### src/hw/rtl/uvje_pkg.sv
// Shared types and constants of the UTF-8 validating JSON escaper.
// Holds the command word passed from the front end to the back end, the
// configuration record and the register indices. No dependencies.
`default_nettype none

package uvje_pkg;

   // Register indices of the configuration port.
   localparam int CSR_INDEX_W = 2;
   localparam logic [CSR_INDEX_W-1:0] CSR_CHECK_UTF8       = 2'd0;
   localparam logic [CSR_INDEX_W-1:0] CSR_REPLACE_INVALID  = 2'd1;
   localparam logic [CSR_INDEX_W-1:0] CSR_ESCAPE_NON_ASCII = 2'd2;

   // Depth of the command queue between front and back end.
   localparam int QUEUE_DEPTH = 2;
   localparam int QPTR_W      = (QUEUE_DEPTH > 1) ? $clog2(QUEUE_DEPTH) : 1;
   localparam int QCNT_W      = $clog2(QUEUE_DEPTH + 1);

   // Characters used by the escaper.
   localparam logic [7:0] CH_QUOTE  = 8'h22;
   localparam logic [7:0] CH_BSLASH = 8'h5C;
   localparam logic [7:0] CH_U      = 8'h75;
   localparam logic [15:0] REPL_CODE = 16'hFFFD;

   typedef struct packed {
      logic check_utf8;
      logic replace_invalid;
      logic escape_non_ascii;
   } cfg_type;

   // Body of a command, emitted after the optional quote and replacements.
   typedef enum logic [3:0] {
      MK_NONE,
      MK_BYTE1,
      MK_ESC2,
      MK_HEX4,
      MK_RAW2,
      MK_RAW3,
      MK_FAIL,
      MK_CLOSE,
      MK_CLOSE_ERR
   } main_kind_type;

   typedef struct packed {
      logic          quote;       // opening quote first
      logic [1:0]    repl_count;  // number of U+FFFD replacements
      logic          repl_esc;    // replacements as \ufffd
      main_kind_type kind;
      logic [23:0]   payload;     // bytes low first, or a 16-bit code point
   } cmd_type;

   typedef struct packed {
      logic [7:0] out_byte;
      logic       last_of_run;
      logic       closes_string;
      logic       error;
   } rsp_type;

   typedef enum logic [1:0] {
      SEG_QUOTE,
      SEG_REPL,
      SEG_MAIN
   } seg_type;

endpackage

`default_nettype wire

### src/hw/rtl/uvje_if.sv
// Valid/ready channel interfaces for the request and response sides of
// the JSON escaper. No dependencies.
`default_nettype none

interface uvje_req_if;
   logic       valid;
   logic       ready;
   logic       action;
   logic [7:0] byte_in;

   modport source (output valid, action, byte_in, input ready);
   modport sink   (input valid, action, byte_in, output ready);
endinterface

interface uvje_rsp_if;
   logic       valid;
   logic       ready;
   logic [7:0] out_byte;
   logic       last_of_run;
   logic       closes_string;
   logic       error;

   modport source  (output valid, out_byte, last_of_run, closes_string, error,
                    input ready);
   modport sink    (input valid, out_byte, last_of_run, closes_string, error,
                    output ready);
   modport monitor (input valid, ready, out_byte, last_of_run, closes_string,
                    error);
endinterface

`default_nettype wire

### src/hw/rtl/uvje_front.sv
// Front end of the JSON escaper: configuration registers, string state and
// UTF-8 classification. Turns each request into at most one command word.
// Depends on uvje_pkg.
`default_nettype none

module uvje_front import uvje_pkg::*; (
   input  logic                   clock,
   input  logic                   reset,
   input  logic                   csr_we,
   input  logic [CSR_INDEX_W-1:0] csr_index,
   input  logic                   csr_wdata,
   input  logic                   in_valid,
   output logic                   in_ready,
   input  logic                   in_action,
   input  logic [7:0]             in_byte,
   input  logic                   queue_full,
   output logic                   push,
   output cmd_type                cmd
);

   cfg_type    cfg_ff, cfg_in;
   logic       quote_opened_ff, quote_opened_in;
   logic [1:0] pending_count_ff, pending_count_in;
   logic [7:0] pending_lead_ff, pending_lead_in;
   logic [7:0] pending_second_ff, pending_second_in;
   logic       string_failed_ff, string_failed_in;
   logic       accept;

   assign in_ready = !queue_full;
   assign accept   = in_valid && in_ready;

   always_comb begin
      cfg_in = cfg_ff;
      if (csr_we) begin
         case (csr_index)
            CSR_CHECK_UTF8:       cfg_in.check_utf8       = csr_wdata;
            CSR_REPLACE_INVALID:  cfg_in.replace_invalid  = csr_wdata;
            CSR_ESCAPE_NON_ASCII: cfg_in.escape_non_ascii = csr_wdata;
            default: ;
         endcase
      end
   end

   always_comb begin
      logic        checking;
      logic        cont;
      logic        do_fresh;
      logic        stored;
      logic        ok;
      logic [10:0] d2;
      logic [15:0] d3;

      checking = cfg_ff.check_utf8 | cfg_ff.replace_invalid | cfg_ff.escape_non_ascii;
      cont     = (in_byte[7:6] == 2'b10);
      do_fresh = 1'b0;
      stored   = 1'b0;
      ok       = 1'b0;
      d2       = {pending_lead_ff[4:0], in_byte[5:0]};
      d3       = {pending_lead_ff[3:0], pending_second_ff[5:0], in_byte[5:0]};

      cmd.quote      = 1'b0;
      cmd.repl_count = 2'd0;
      cmd.repl_esc   = cfg_ff.escape_non_ascii;
      cmd.kind       = MK_NONE;
      cmd.payload    = '0;

      quote_opened_in   = quote_opened_ff;
      pending_count_in  = pending_count_ff;
      pending_lead_in   = pending_lead_ff;
      pending_second_in = pending_second_ff;
      string_failed_in  = string_failed_ff;

      if (in_action) begin
         // End of string: flush a held sequence, then close.
         cmd.quote = !quote_opened_ff;
         if (!string_failed_ff && pending_count_ff != 2'd0 && cfg_ff.replace_invalid) begin
            cmd.repl_count = (pending_count_ff >= 2'd2) ? 2'd2 : 2'd1;
         end
         if (string_failed_ff || (pending_count_ff != 2'd0 && !cfg_ff.replace_invalid)) begin
            cmd.kind = MK_CLOSE_ERR;
         end else begin
            cmd.kind = MK_CLOSE;
         end
         quote_opened_in  = 1'b0;
         pending_count_in = 2'd0;
         string_failed_in = 1'b0;
      end else if (!string_failed_ff) begin
         if (!quote_opened_ff) begin
            cmd.quote       = 1'b1;
            quote_opened_in = 1'b1;
         end
         if (pending_count_ff == 2'd1) begin
            if (cont && pending_lead_ff[7:5] != 3'b110) begin
               stored            = 1'b1;
               pending_second_in = in_byte;
               pending_count_in  = 2'd2;
            end else begin
               ok = cont && (d2 >= 11'h080);
               if (ok) begin
                  pending_count_in = 2'd0;
                  if (cfg_ff.escape_non_ascii) begin
                     cmd.kind    = MK_HEX4;
                     cmd.payload = {13'h0000, d2};
                  end else begin
                     cmd.kind    = MK_RAW2;
                     cmd.payload = {8'h00, in_byte, pending_lead_ff};
                  end
               end
            end
         end else if (pending_count_ff != 2'd0) begin
            ok = cont && (pending_lead_ff[7:4] == 4'hE) && (d3 >= 16'h0800)
                 && (d3[15:11] != 5'b11011);
            if (ok) begin
               pending_count_in = 2'd0;
               if (cfg_ff.escape_non_ascii) begin
                  cmd.kind    = MK_HEX4;
                  cmd.payload = {8'h00, d3};
               end else begin
                  cmd.kind    = MK_RAW3;
                  cmd.payload = {in_byte, pending_second_ff, pending_lead_ff};
               end
            end
         end else begin
            do_fresh = 1'b1;
         end

         // A held sequence that was broken by this byte.
         if (pending_count_ff != 2'd0 && !stored && !ok) begin
            pending_count_in = 2'd0;
            if (cfg_ff.replace_invalid) begin
               cmd.repl_count = (pending_count_ff >= 2'd2) ? 2'd2 : 2'd1;
               do_fresh       = 1'b1;
            end else begin
               string_failed_in = 1'b1;
               cmd.kind         = MK_FAIL;
            end
         end

         if (do_fresh) begin
            if (!in_byte[7]) begin
               case (in_byte)
                  8'h22, 8'h5C: begin
                     cmd.kind    = MK_ESC2;
                     cmd.payload = {16'h0000, in_byte};
                  end
                  8'h08: begin cmd.kind = MK_ESC2; cmd.payload = {16'h0000, 8'h62}; end
                  8'h0C: begin cmd.kind = MK_ESC2; cmd.payload = {16'h0000, 8'h66}; end
                  8'h0A: begin cmd.kind = MK_ESC2; cmd.payload = {16'h0000, 8'h6E}; end
                  8'h0D: begin cmd.kind = MK_ESC2; cmd.payload = {16'h0000, 8'h72}; end
                  8'h09: begin cmd.kind = MK_ESC2; cmd.payload = {16'h0000, 8'h74}; end
                  default: begin
                     if (in_byte < 8'h20) begin
                        cmd.kind    = MK_HEX4;
                        cmd.payload = {16'h0000, in_byte};
                     end else begin
                        cmd.kind    = MK_BYTE1;
                        cmd.payload = {16'h0000, in_byte};
                     end
                  end
               endcase
            end else if (!checking) begin
               cmd.kind    = MK_BYTE1;
               cmd.payload = {16'h0000, in_byte};
            end else if (in_byte[7:6] != 2'b11) begin
               if (cfg_ff.replace_invalid) begin
                  cmd.repl_count = cmd.repl_count + 2'd1;
               end else begin
                  string_failed_in = 1'b1;
                  pending_count_in = 2'd0;
                  cmd.kind         = MK_FAIL;
               end
            end else begin
               pending_lead_in  = in_byte;
               pending_count_in = 2'd1;
            end
         end
      end
   end

   assign push = accept && (cmd.quote || cmd.repl_count != 2'd0 || cmd.kind != MK_NONE);

   always_ff @(posedge clock) begin
      if (reset) begin
         cfg_ff           <= '0;
         quote_opened_ff  <= 1'b0;
         pending_count_ff <= 2'd0;
         string_failed_ff <= 1'b0;
      end else begin
         cfg_ff <= cfg_in;
         if (accept) begin
            quote_opened_ff  <= quote_opened_in;
            pending_count_ff <= pending_count_in;
            string_failed_ff <= string_failed_in;
         end
      end
   end

   always_ff @(posedge clock) begin
      if (accept) begin
         pending_lead_ff   <= pending_lead_in;
         pending_second_ff <= pending_second_in;
      end
   end

endmodule

`default_nettype wire

### src/hw/rtl/uvje_queue.sv
// Short command queue between the front and back ends of the escaper.
// Register based, one write and one read per cycle. Depends on uvje_pkg.
`default_nettype none

module uvje_queue import uvje_pkg::*; (
   input  logic    clock,
   input  logic    reset,
   input  logic    push,
   input  cmd_type push_data,
   output logic    full,
   input  logic    pop,
   output logic    head_valid,
   output cmd_type head
);

   cmd_type             entry_ff [QUEUE_DEPTH];
   logic [QPTR_W-1:0]   wr_ptr_ff, wr_ptr_in;
   logic [QPTR_W-1:0]   rd_ptr_ff, rd_ptr_in;
   logic [QCNT_W-1:0]   count_ff, count_in;

   assign full       = (count_ff == QCNT_W'(QUEUE_DEPTH));
   assign head_valid = (count_ff != '0);
   assign head       = entry_ff[rd_ptr_ff];

   always_comb begin
      wr_ptr_in = wr_ptr_ff;
      rd_ptr_in = rd_ptr_ff;
      count_in  = count_ff;
      if (push) begin
         wr_ptr_in = (wr_ptr_ff == QPTR_W'(QUEUE_DEPTH - 1)) ? '0 : wr_ptr_ff + QPTR_W'(1);
      end
      if (pop) begin
         rd_ptr_in = (rd_ptr_ff == QPTR_W'(QUEUE_DEPTH - 1)) ? '0 : rd_ptr_ff + QPTR_W'(1);
      end
      if (push && !pop) begin
         count_in = count_ff + QCNT_W'(1);
      end else if (pop && !push) begin
         count_in = count_ff - QCNT_W'(1);
      end
   end

   always_ff @(posedge clock) begin
      if (reset) begin
         wr_ptr_ff <= '0;
         rd_ptr_ff <= '0;
         count_ff  <= '0;
      end else begin
         wr_ptr_ff <= wr_ptr_in;
         rd_ptr_ff <= rd_ptr_in;
         count_ff  <= count_in;
      end
   end

   always_ff @(posedge clock) begin
      if (push) begin
         entry_ff[wr_ptr_ff] <= push_data;
      end
   end

endmodule

`default_nettype wire

### src/hw/rtl/uvje_back.sv
// Back end of the JSON escaper: expands the command at the queue head into
// output bytes, one per cycle while the output is not stalled, through a registered output stage.
// Depends on uvje_pkg.
`default_nettype none

module uvje_back import uvje_pkg::*; (
   input  logic    clock,
   input  logic    reset,
   input  logic    head_valid,
   input  cmd_type head,
   output logic    pop,
   output logic    out_valid,
   input  logic    out_ready,
   output rsp_type out_data
);

   function automatic logic [7:0] hex_char(input logic [3:0] n);
      return (n < 4'd10) ? (8'h30 + {4'h0, n}) : (8'h57 + {4'h0, n});
   endfunction

   function automatic logic [7:0] hex4_byte(input logic [2:0] idx, input logic [15:0] code);
      logic [7:0] b;
      case (idx)
         3'd0:    b = CH_BSLASH;
         3'd1:    b = CH_U;
         3'd2:    b = hex_char(code[15:12]);
         3'd3:    b = hex_char(code[11:8]);
         3'd4:    b = hex_char(code[7:4]);
         default: b = hex_char(code[3:0]);
      endcase
      return b;
   endfunction

   seg_type    seg_ff, seg_in;
   logic [2:0] idx_ff, idx_in;
   logic [1:0] rep_ff, rep_in;
   logic       fresh_ff, fresh_in;
   logic       out_valid_ff, out_valid_in;
   rsp_type    out_data_ff, out_data_in;

   seg_type    cur_seg, first_seg, next_seg;
   logic [2:0] cur_idx, seg_len;
   logic [1:0] cur_rep, next_rep;
   logic       seg_end, more_repl, has_main, last, load;
   rsp_type    beat;

   assign first_seg = head.quote ? SEG_QUOTE :
                      ((head.repl_count != 2'd0) ? SEG_REPL : SEG_MAIN);
   assign cur_seg   = fresh_ff ? first_seg : seg_ff;
   assign cur_idx   = fresh_ff ? 3'd0 : idx_ff;
   assign cur_rep   = fresh_ff ? 2'd0 : rep_ff;

   always_comb begin
      seg_len            = 3'd1;
      beat.out_byte      = 8'h00;
      beat.closes_string = 1'b0;
      beat.error         = 1'b0;
      case (cur_seg)
         SEG_QUOTE: beat.out_byte = CH_QUOTE;
         SEG_REPL: begin
            if (head.repl_esc) begin
               seg_len       = 3'd6;
               beat.out_byte = hex4_byte(cur_idx, REPL_CODE);
            end else begin
               seg_len       = 3'd3;
               beat.out_byte = (cur_idx == 3'd0) ? 8'hEF :
                               ((cur_idx == 3'd1) ? 8'hBF : 8'hBD);
            end
         end
         SEG_MAIN: begin
            case (head.kind)
               MK_BYTE1: beat.out_byte = head.payload[7:0];
               MK_ESC2: begin
                  seg_len       = 3'd2;
                  beat.out_byte = (cur_idx == 3'd0) ? CH_BSLASH : head.payload[7:0];
               end
               MK_HEX4: begin
                  seg_len       = 3'd6;
                  beat.out_byte = hex4_byte(cur_idx, head.payload[15:0]);
               end
               MK_RAW2, MK_RAW3: begin
                  seg_len       = (head.kind == MK_RAW2) ? 3'd2 : 3'd3;
                  beat.out_byte = (cur_idx == 3'd0) ? head.payload[7:0] :
                                  ((cur_idx == 3'd1) ? head.payload[15:8] : head.payload[23:16]);
               end
               MK_FAIL: beat.error = 1'b1;
               MK_CLOSE: begin
                  beat.out_byte      = CH_QUOTE;
                  beat.closes_string = 1'b1;
               end
               MK_CLOSE_ERR: begin
                  beat.closes_string = 1'b1;
                  beat.error         = 1'b1;
               end
               default: ;
            endcase
         end
         default: ;
      endcase

      seg_end = (cur_idx == seg_len - 3'd1);
      case (cur_seg)
         SEG_QUOTE: more_repl = (head.repl_count != 2'd0);
         SEG_REPL:  more_repl = ({1'b0, cur_rep} + 3'd1) < {1'b0, head.repl_count};
         default:   more_repl = 1'b0;
      endcase
      has_main = (head.kind != MK_NONE) && (cur_seg != SEG_MAIN);
      last     = seg_end && !more_repl && !has_main;
      beat.last_of_run = last;

      if (more_repl) begin
         next_seg = SEG_REPL;
         next_rep = (cur_seg == SEG_REPL) ? cur_rep + 2'd1 : 2'd0;
      end else begin
         next_seg = SEG_MAIN;
         next_rep = 2'd0;
      end
   end

   assign load = head_valid && (!out_valid_ff || out_ready);
   assign pop  = load && last;

   always_comb begin
      seg_in       = seg_ff;
      idx_in       = idx_ff;
      rep_in       = rep_ff;
      fresh_in     = fresh_ff;
      out_data_in  = out_data_ff;
      out_valid_in = out_valid_ff && !out_ready;
      if (load) begin
         out_valid_in = 1'b1;
         out_data_in  = beat;
         if (last) begin
            fresh_in = 1'b1;
         end else if (seg_end) begin
            fresh_in = 1'b0;
            seg_in   = next_seg;
            idx_in   = 3'd0;
            rep_in   = next_rep;
         end else begin
            fresh_in = 1'b0;
            seg_in   = cur_seg;
            idx_in   = cur_idx + 3'd1;
            rep_in   = cur_rep;
         end
      end
   end

   always_ff @(posedge clock) begin
      if (reset) begin
         seg_ff       <= SEG_QUOTE;
         idx_ff       <= 3'd0;
         rep_ff       <= 2'd0;
         fresh_ff     <= 1'b1;
         out_valid_ff <= 1'b0;
      end else begin
         seg_ff       <= seg_in;
         idx_ff       <= idx_in;
         rep_ff       <= rep_in;
         fresh_ff     <= fresh_in;
         out_valid_ff <= out_valid_in;
      end
   end

   always_ff @(posedge clock) begin
      out_data_ff <= out_data_in;
   end

   assign out_valid = out_valid_ff;
   assign out_data  = out_data_ff;

endmodule

`default_nettype wire

### src/hw/rtl/utf8_validating_json_escaper_unit.sv
// Top level of the UTF-8 validating JSON escaper.
// Depends on uvje_pkg, uvje_if, uvje_front, uvje_queue and uvje_back.
//
// The block takes the bytes of one string as requests, each followed by an
// end request, and returns the JSON-quoted text one byte per response, with
// last_of_run marking the final byte caused by a request. One request is
// accepted per clock cycle as long as the command queue has room; the
// output side delivers one byte per cycle while the response side is ready,
// so a request that expands to N bytes (an escape is 2 or 6 bytes, a U+FFFD
// replacement 3 or 6 bytes, up to 18 bytes in all) holds the response channel
// until all N are taken, and the sustained request rate is one per cycle
// only while each request yields at most one byte. The two-entry command
// queue between the classifying front end and the expanding back end lets
// requests keep arriving while earlier escapes drain. When the queue is
// empty, a request's command is written into the queue entry when it is
// accepted and its first byte is then loaded into the response register,
// from which it can be taken. There is no clearing pass after reset.
`default_nettype none

module utf8_validating_json_escaper_unit import uvje_pkg::*; (
   input  logic                   clock,
   input  logic                   reset,
   uvje_req_if.sink               req_chan,
   uvje_rsp_if.source             rsp_chan,
   input  logic                   csr_we,
   input  logic [CSR_INDEX_W-1:0] csr_index,
   input  logic                   csr_wdata
);

   // Command word handed from the front end to the queue, and the queue head
   // seen by the back end.
   cmd_type push_cmd;
   cmd_type head_cmd;
   logic    push;
   logic    queue_full;
   logic    head_valid;
   logic    pop;
   rsp_type rsp_data;

   // The front end keeps the per-string state (quote opened, held UTF-8
   // sequence, failed string) and the three configuration bits. Each
   // accepted request becomes at most one command; a request that produces
   // no bytes, such as a held lead byte, pushes nothing.
   uvje_front u_front (
      .clock      (clock),
      .reset      (reset),
      .csr_we     (csr_we),
      .csr_index  (csr_index),
      .csr_wdata  (csr_wdata),
      .in_valid   (req_chan.valid),
      .in_ready   (req_chan.ready),
      .in_action  (req_chan.action),
      .in_byte    (req_chan.byte_in),
      .queue_full (queue_full),
      .push       (push),
      .cmd        (push_cmd)
   );

   // The queue decouples the two halves, so that neither stalls the other
   // for longer than the queue is full or empty.
   uvje_queue u_queue (
      .clock      (clock),
      .reset      (reset),
      .push       (push),
      .push_data  (push_cmd),
      .full       (queue_full),
      .pop        (pop),
      .head_valid (head_valid),
      .head       (head_cmd)
   );

   // The back end walks the segments of the head command (opening quote,
   // replacements, body) into its output register, one byte per cycle when
   // not stalled, and pops the command as its last byte is loaded.
   uvje_back u_back (
      .clock      (clock),
      .reset      (reset),
      .head_valid (head_valid),
      .head       (head_cmd),
      .pop        (pop),
      .out_valid  (rsp_chan.valid),
      .out_ready  (rsp_chan.ready),
      .out_data   (rsp_data)
   );

   assign rsp_chan.out_byte      = rsp_data.out_byte;
   assign rsp_chan.last_of_run   = rsp_data.last_of_run;
   assign rsp_chan.closes_string = rsp_data.closes_string;
   assign rsp_chan.error         = rsp_data.error;

endmodule

`default_nettype wire

### src/flat_wrapper.sv
// flat-port wrapper written by rule: the top's interface ports become plain ports
module utf8_validating_json_escaper_unit_flat import uvje_pkg::*;
  (clock, reset, csr_we, csr_index, csr_wdata, req_chan_valid, req_chan_action, req_chan_byte_in, req_chan_ready, rsp_chan_valid, rsp_chan_out_byte, rsp_chan_last_of_run, rsp_chan_closes_string, rsp_chan_error, rsp_chan_ready);
  uvje_req_if req_chan_i ();
  uvje_rsp_if rsp_chan_i ();
  input  logic clock;
  input  logic reset;
  input  logic csr_we;
  input  logic [CSR_INDEX_W-1:0] csr_index;
  input  logic csr_wdata;
  input wire logic [$bits(req_chan_i.valid)-1:0] req_chan_valid;
  input wire logic [$bits(req_chan_i.action)-1:0] req_chan_action;
  input wire logic [$bits(req_chan_i.byte_in)-1:0] req_chan_byte_in;
  output wire logic [$bits(req_chan_i.ready)-1:0] req_chan_ready;
  output wire logic [$bits(rsp_chan_i.valid)-1:0] rsp_chan_valid;
  output wire logic [$bits(rsp_chan_i.out_byte)-1:0] rsp_chan_out_byte;
  output wire logic [$bits(rsp_chan_i.last_of_run)-1:0] rsp_chan_last_of_run;
  output wire logic [$bits(rsp_chan_i.closes_string)-1:0] rsp_chan_closes_string;
  output wire logic [$bits(rsp_chan_i.error)-1:0] rsp_chan_error;
  input wire logic [$bits(rsp_chan_i.ready)-1:0] rsp_chan_ready;
  assign req_chan_i.valid = req_chan_valid;
  assign req_chan_i.action = req_chan_action;
  assign req_chan_i.byte_in = req_chan_byte_in;
  assign req_chan_ready = req_chan_i.ready;
  assign rsp_chan_valid = rsp_chan_i.valid;
  assign rsp_chan_out_byte = rsp_chan_i.out_byte;
  assign rsp_chan_last_of_run = rsp_chan_i.last_of_run;
  assign rsp_chan_closes_string = rsp_chan_i.closes_string;
  assign rsp_chan_error = rsp_chan_i.error;
  assign rsp_chan_i.ready = rsp_chan_ready;
  utf8_validating_json_escaper_unit u_core (.clock(clock), .reset(reset), .req_chan(req_chan_i), .rsp_chan(rsp_chan_i), .csr_we(csr_we), .csr_index(csr_index), .csr_wdata(csr_wdata));
endmodule
### config.mk
export PLATFORM = sky130hd
export DESIGN_NAME = utf8_validating_json_escaper_unit_flat
export DESIGN_NICKNAME = d
export VERILOG_FILES = /design/src/hw/rtl/uvje_pkg.sv /design/src/hw/rtl/uvje_if.sv /design/src/hw/rtl/uvje_front.sv /design/src/hw/rtl/uvje_queue.sv /design/src/hw/rtl/uvje_back.sv /design/src/hw/rtl/utf8_validating_json_escaper_unit.sv /design/src/flat_wrapper.sv
export SDC_FILE = /design/constraint.sdc
export NUM_CORES = 1
export LEC_CHECK = 0
export ABC_AREA = 1
export BUFFER_PORTS_ARGS = -buffer_cell sky130_fd_sc_hd__buf_2
export CAP_MARGIN = 5
export CORE_MARGIN = 2
export CORE_UTILIZATION = 52
export CTS_BUF_LIST = sky130_fd_sc_hd__clkbuf_8
export CTS_CLUSTER_SIZE = 12
export DETAILED_ROUTE_END_ITERATION = 16
export GPL_ROUTABILITY_DRIVEN = 0
export GPL_TIMING_DRIVEN = 1
export PLACE_DENSITY = 0.77
export SYNTH_ARGS = -nofsm -noshare
export SYNTH_HDL_FRONTEND = slang
export SYNTH_HIERARCHICAL = 1
export SYNTH_SLANG_ARGS = --single-unit
### constraint.sdc
create_clock -name clock -period 8.4 [get_ports clock]
set_input_delay 0.42 -clock clock [delete_from_list [all_inputs] [get_ports clock]]
set_output_delay 0.42 -clock clock [all_outputs]
set_load 0.02 [all_outputs]
Word-level counts from Yosys, hierarchy flattened. Memories as Yosys holds them, arrays and structs flattened. A register that Yosys moved wholly into a read port is not among the register bits. Cells that the tools add are included.

Memory bits (writable): 64. Memories kept: 1. Output and inout port bits: 13. ROM bits: 0. Bits in latches: 0. Input bits: 17. Flip-flop bits (word level): 46. Logic and storage cells: 260.

Div/mod/pow operators: 0. Multipliers: 0. Add/sub/neg operators: 17. Shifts and indexed selects: 0. Bitwise gates (word level): 6. Reduce and logical (&&, ||, !) cells: 58. Mux-type cells: 116. Magnitude comparators: 9. Eq/ne operators: 33.

Memories: u_core.u_queue.entry_ff (words 2, width 32, rd ports 1, clocked after Yosys merged registers in 1, wr ports 1, RTL line uvje_queue.sv:16) `cmd_type entry_ff [QUEUE_DEPTH];`.

Operator list (number): two-way mux 27 bit (6); case mux 26 bit (6 select lines) (1); two-way mux 28 bit (4); case mux 8 bit (5 select lines) (2); two-way mux 2 bit (36); two-way mux 8 bit (8); two-way mux 24 bit (2); equality test 8 x 4 -> 1 bit, second input constant (5); two-way mux 1 bit (38); adder 7 x 4 -> 8 bit, first input constant (4); adder 6 x 4 -> 7 bit, first input constant (4); two-way mux 4 bit (7); two-way mux 26 bit (1); case mux 8 bit (3 select lines) (1); logical AND 1 bit (20); case mux 6 bit (3 select lines) (1); equality test 4 x 3 -> 1 bit, second input constant (4); greater-or-equal comparator 16 x 12 -> 1 bit, second input constant (1); < comparator 4 bit, second input constant (4); two-way mux 3 bit (5); zero test 1 bit (12); greater-or-equal comparator 11 x 8 -> 1 bit, second input constant (1); AND reduction 2 bit (5); nonzero test 2 bit (5); 36 further kinds (62).

Longest topological paths before layout.
Word-level depth: 29. Gate-level depth with buffers: 32. Gate-level depth less buffers: 29.

Modules after synthesis. Netlist, hierarchy kept.

Modules (own cells, without submodules): uvje_queue (instances 1, sequential area each 2021.9 um^2, cells each 133, area each 2692.6 um^2); uvje_back (instances 1, sequential area each 510.5 um^2, cells each 381, area each 2427.3 um^2); uvje_front (instances 1, sequential area each 590.6 um^2, cells each 312, area each 2037.0 um^2).

Least setup slack after synthesis. No wires, ideal clock.

Path kind: reg2reg. From: register with a tool-made name. To: register u_core.u_queue.count_ff[1]. Path slack: 4450 ps. Data required time: 8336 ps. Setup time: 64 ps. Period minus slack after synthesis: 3950 ps. Arrival: 3886 ps. Path buffers: 3. Cell stages (with the launch flop): 30. Path through: dfxtp_1 > buf_6 > buf_12 > mux2_4 > nor2_1 > inv_1 > a21boi_0 > inv_1 > ha_1 > buf_4 > inv_2 > nor2_2 > inv_1 > nand2_1 > nor2_1 > ha_1 > xnor2_1 > nand2_2 > nor2_8 > nand4_4 > inv_2 > nand2_1 > inv_1 > inv_1 > ha_1 > inv_1 > nand3_1 > nand2_1 > inv_1 > nor2_1.

RTL lines: end signal, assigned (RTL line uvje_queue.sv:50) `count_ff <= count_in;`; end, declared (RTL line uvje_queue.sv:19) `logic [QCNT_W-1:0] count_ff, count_in;`.

==> reports/results.txt <==
Status = finished, final reports clean
Maximum vdd drop = 124 uV
Mapped Area = 7160 um^2
Sequential-to-total area share from yosys stat = 43.6%
Achievable clock frequency = 0.206 GHz
Synth-to-Final Area Change = 5.73%
Period utilisation layout = 57.8%
Rel. slew slack = 31.3%
Via count = 5657
Most common cell after layout, fill and taps aside = nand2_1
GR Util All Layers = 21.9%
Post-synthesis register bit count = 111
Setup Buffers After CTS = 0
HPWL Detailed = 11600 um
Final setup TNS = 0 ns
Initial DRT Pass Iterations = 7
Layout cell share with drive strength beyond 1 = 17.3%
CTS Buf Count = 9
Largest net degree at the start of global routing = 33
PD cells = 194 nW/um^2
Clock tree buffer depth = 2
CTS Hold Bufs = 0
Share of the synthesized area in the top cell type = 37.8%
Arr. time, crit path = 5.19 ns
CTS root buffer = clkbuf_8
Pins Over Slew Limit = 0
Avg Cell Area, Syn = 8.66 um^2
Required @ worst endpoint = 8.73 ns
CTS HTree Levels = 3
DR WL/cell = 14.8 um
Tmin final = 4.86 ns
First DRT Iteration DRCs = 530
Most frequent CP cell = inv_1
CTS tree = built
Initial Util = 53.6%
Syn. warnings = 6
Crit path buf inv count = 9
Mapped Cells = 826
Syn nets = 860
Die W = 121 um
Synth top area cells = edfxtp_1 38%, nand2_1 8.8%, mux2_4 6.3%, dfxtp_1 5.9%, inv_1 5.8%
Maxcap violations = 0
Area leader, netlist = edfxtp_1
Worst min-delay path class = in2reg
Routed WL = 15200 um
First-pass GRT wire length = 25300 um
Hold Path Depth = 4
Most frequent cells in the layout = 167 x nand2_1, 112 x inv_1, 90 x edfxtp_1
Antenna Nets Post-Route = 0
Final setup fails = 0
Worst skew pair latency = 0.39 ns
Number of port buffers = 29
Antenna diodes = 0
Worst setup SP type = register
Worst path depth = 26
P_leak = 3.25 nW
Via/cell ratio = 5.49
Async set or reset register ratio after synthesis = 0%
Initial antenna violation count = 0
Crit Path Class = reg2reg
DRC violation count after routing = 0
RSZ-0062 raised after global routing = false
CTS sink count = 111
Crit path max-delay family = simple AND/OR/NAND/NOR gates
Setup crit end kind = register
Highest-delay cell along the critical path = dfxtp_2
Tightest Pin Transition = 1.03 ns
Ys flop type = edfxtp_1
Skew final = 0.0162 ns
CORE AREA = 13300 um^2
Number of flops mapped to enable cells by yosys = 90
Die area = 14700 um^2
Hold Vio Cnt, Final = 0
I/O Pins = 30
Std cell rows = 42
Final nets = 883
Post_cts resized = 0
CP peak stage delay = 1.02 ns
Tot Pwr = 1.46 mW
Height of the chip = 121 um
Clock slew at reported path FFs = 0.10 ns
Number of global-route vias before repair = 5217
Count of cell types in the netlist = 55
Max FO, Critical Path = 32
Reg2reg path depth = 26
Grt ovf = 0
power by group:
part           total [mW]  switching, mW  internal, mW
clock network       0.317          0.179         0.138
logic               0.462          0.304         0.158
registers           0.685         0.0276         0.657
final timing paths:
path | endpoint | slack (ns) | startpoint
max | u_core/u_queue/count_ff[1] | 3.54 | register
min | u_core/u_back/out_valid | 0.29 | rsp_chan_ready
max reg2reg | u_core/u_queue/count_ff[1] | 3.54 | register
min reg2reg | u_core/u_front/quote_opened_ff | 0.48 | u_core/u_front/quote_opened_ff
metal layers:
layer | up-vias | global-route usage [%] | share of wire [%] | routed length [um]
met4 | 0 | 9.63 | 3.0 | 457
met2 | 213 | 34.6 | 47 | 7180
met1 | 2584 | 29.6 | 43 | 6590
met5 | - | 0 | 0 | 0
li1 | 2821 | - | - | -
met3 | 39 | 3.62 | 6.4 | 969
worst register-to-register path, stage by stage, from the launching register on:
cell and delay [ns]:
dfxtp_2 1.02, mux2_4 0.37, nor2_1 0.22, inv_1 0.06, a21boi_0 0.39, inv_1 0.18, ha_1 0.36, inv_2 0.12
nor2_2 0.05, inv_1 0.09, nand2_1 0.07, nor2_1 0.09, ha_1 0.24, xnor2_1 0.19, nand2_2 0.11, nor2_8 0.13
nand4_4 0.15, inv_2 0.09, nand2_1 0.08, inv_1 0.13, inv_1 0.05, ha_1 0.30, inv_1 0.09, nand3_1 0.08
nand2_1 0.06, inv_1 0.03, nor2_1 0.08
synthesized netlist by cell type (6+ instances only):
cell type	n
nand4_1	16
a211oi_1	6
nand2_2	10
mux2_4	30
nor2_2	13
nand2_1	167
o211ai_1	12
edfxtp_1	90
a21oi_1	42
nor3_1	7
o21ai_0	47
inv_2	11
a31oi_1	7
nand2_4	8
nor2_1	86
ha_1	16
dfxtp_1	21
nand3_1	49
clkbuf_1	6
inv_1	111
state kept, by name, indices dropped and copies added, names as in the netlist, 2 cells and up, named ones only:
| register | cells |
|---|---|
| u_core/u_back/idx_ff | 3 |
| u_core/u_queue/count_ff | 2 |
| u_core/u_queue/entry_ff | 64 |
| u_core/u_back/seg_ff | 2 |
| u_core/u_front/pending_second_ff | 8 |
| u_core/u_back/rep_ff | 2 |
| u_core/u_front/cfg_ff | 2 |
| u_core/u_front/pending_count_ff | 2 |
| u_core/u_front/pending_lead_ff | 7 |
| u_core/u_back/out_data | 11 |
cell type report:
cell class / count / area [um^2]
clock buffer: 9 / 124
clock inverter: 7 / 73.8
tap: 176 / 220
sequential: 111 / 3120
multi-input combinational: 571 / 3390
fill: 1201 / 5780
timing repair buffer: 31 / 160
inverter: 125 / 475
cell families (layout without fill, tap and decap cells):
group                    Yosys count  count (layout)  synth area share, %
AND/OR/NAND/NOR                  382             382                 26.1
buffers and inverters            144             172                 9.04
AO/OA/AOI/OAI                    135             135                 11.0
flip-flops                       111             111                 43.6
multiplexers                      32              32                 6.61
adder cells (fa/ha/maj)           17              17                 3.08
XOR/XNOR                           4               4                0.490
other                              1               1               0.0524
through the flow:
stage	util, %	hold WS [ns]	setup WS, ns	instances	cell area (um^2)
final	56.7	0.295	3.54	1030	7570
after global routing	56.7	0.294	3.03	1030	7570
after CTS	56.7	0.274	3.55	1030	7570
after detailed placement	55.2	0.461	3.58	1014	7370
after global placement	55.2	0.454	3.73	1014	7370
after floorplan	-	0.435	4.45	826	7160
Power figures use the tool's default switching activity.
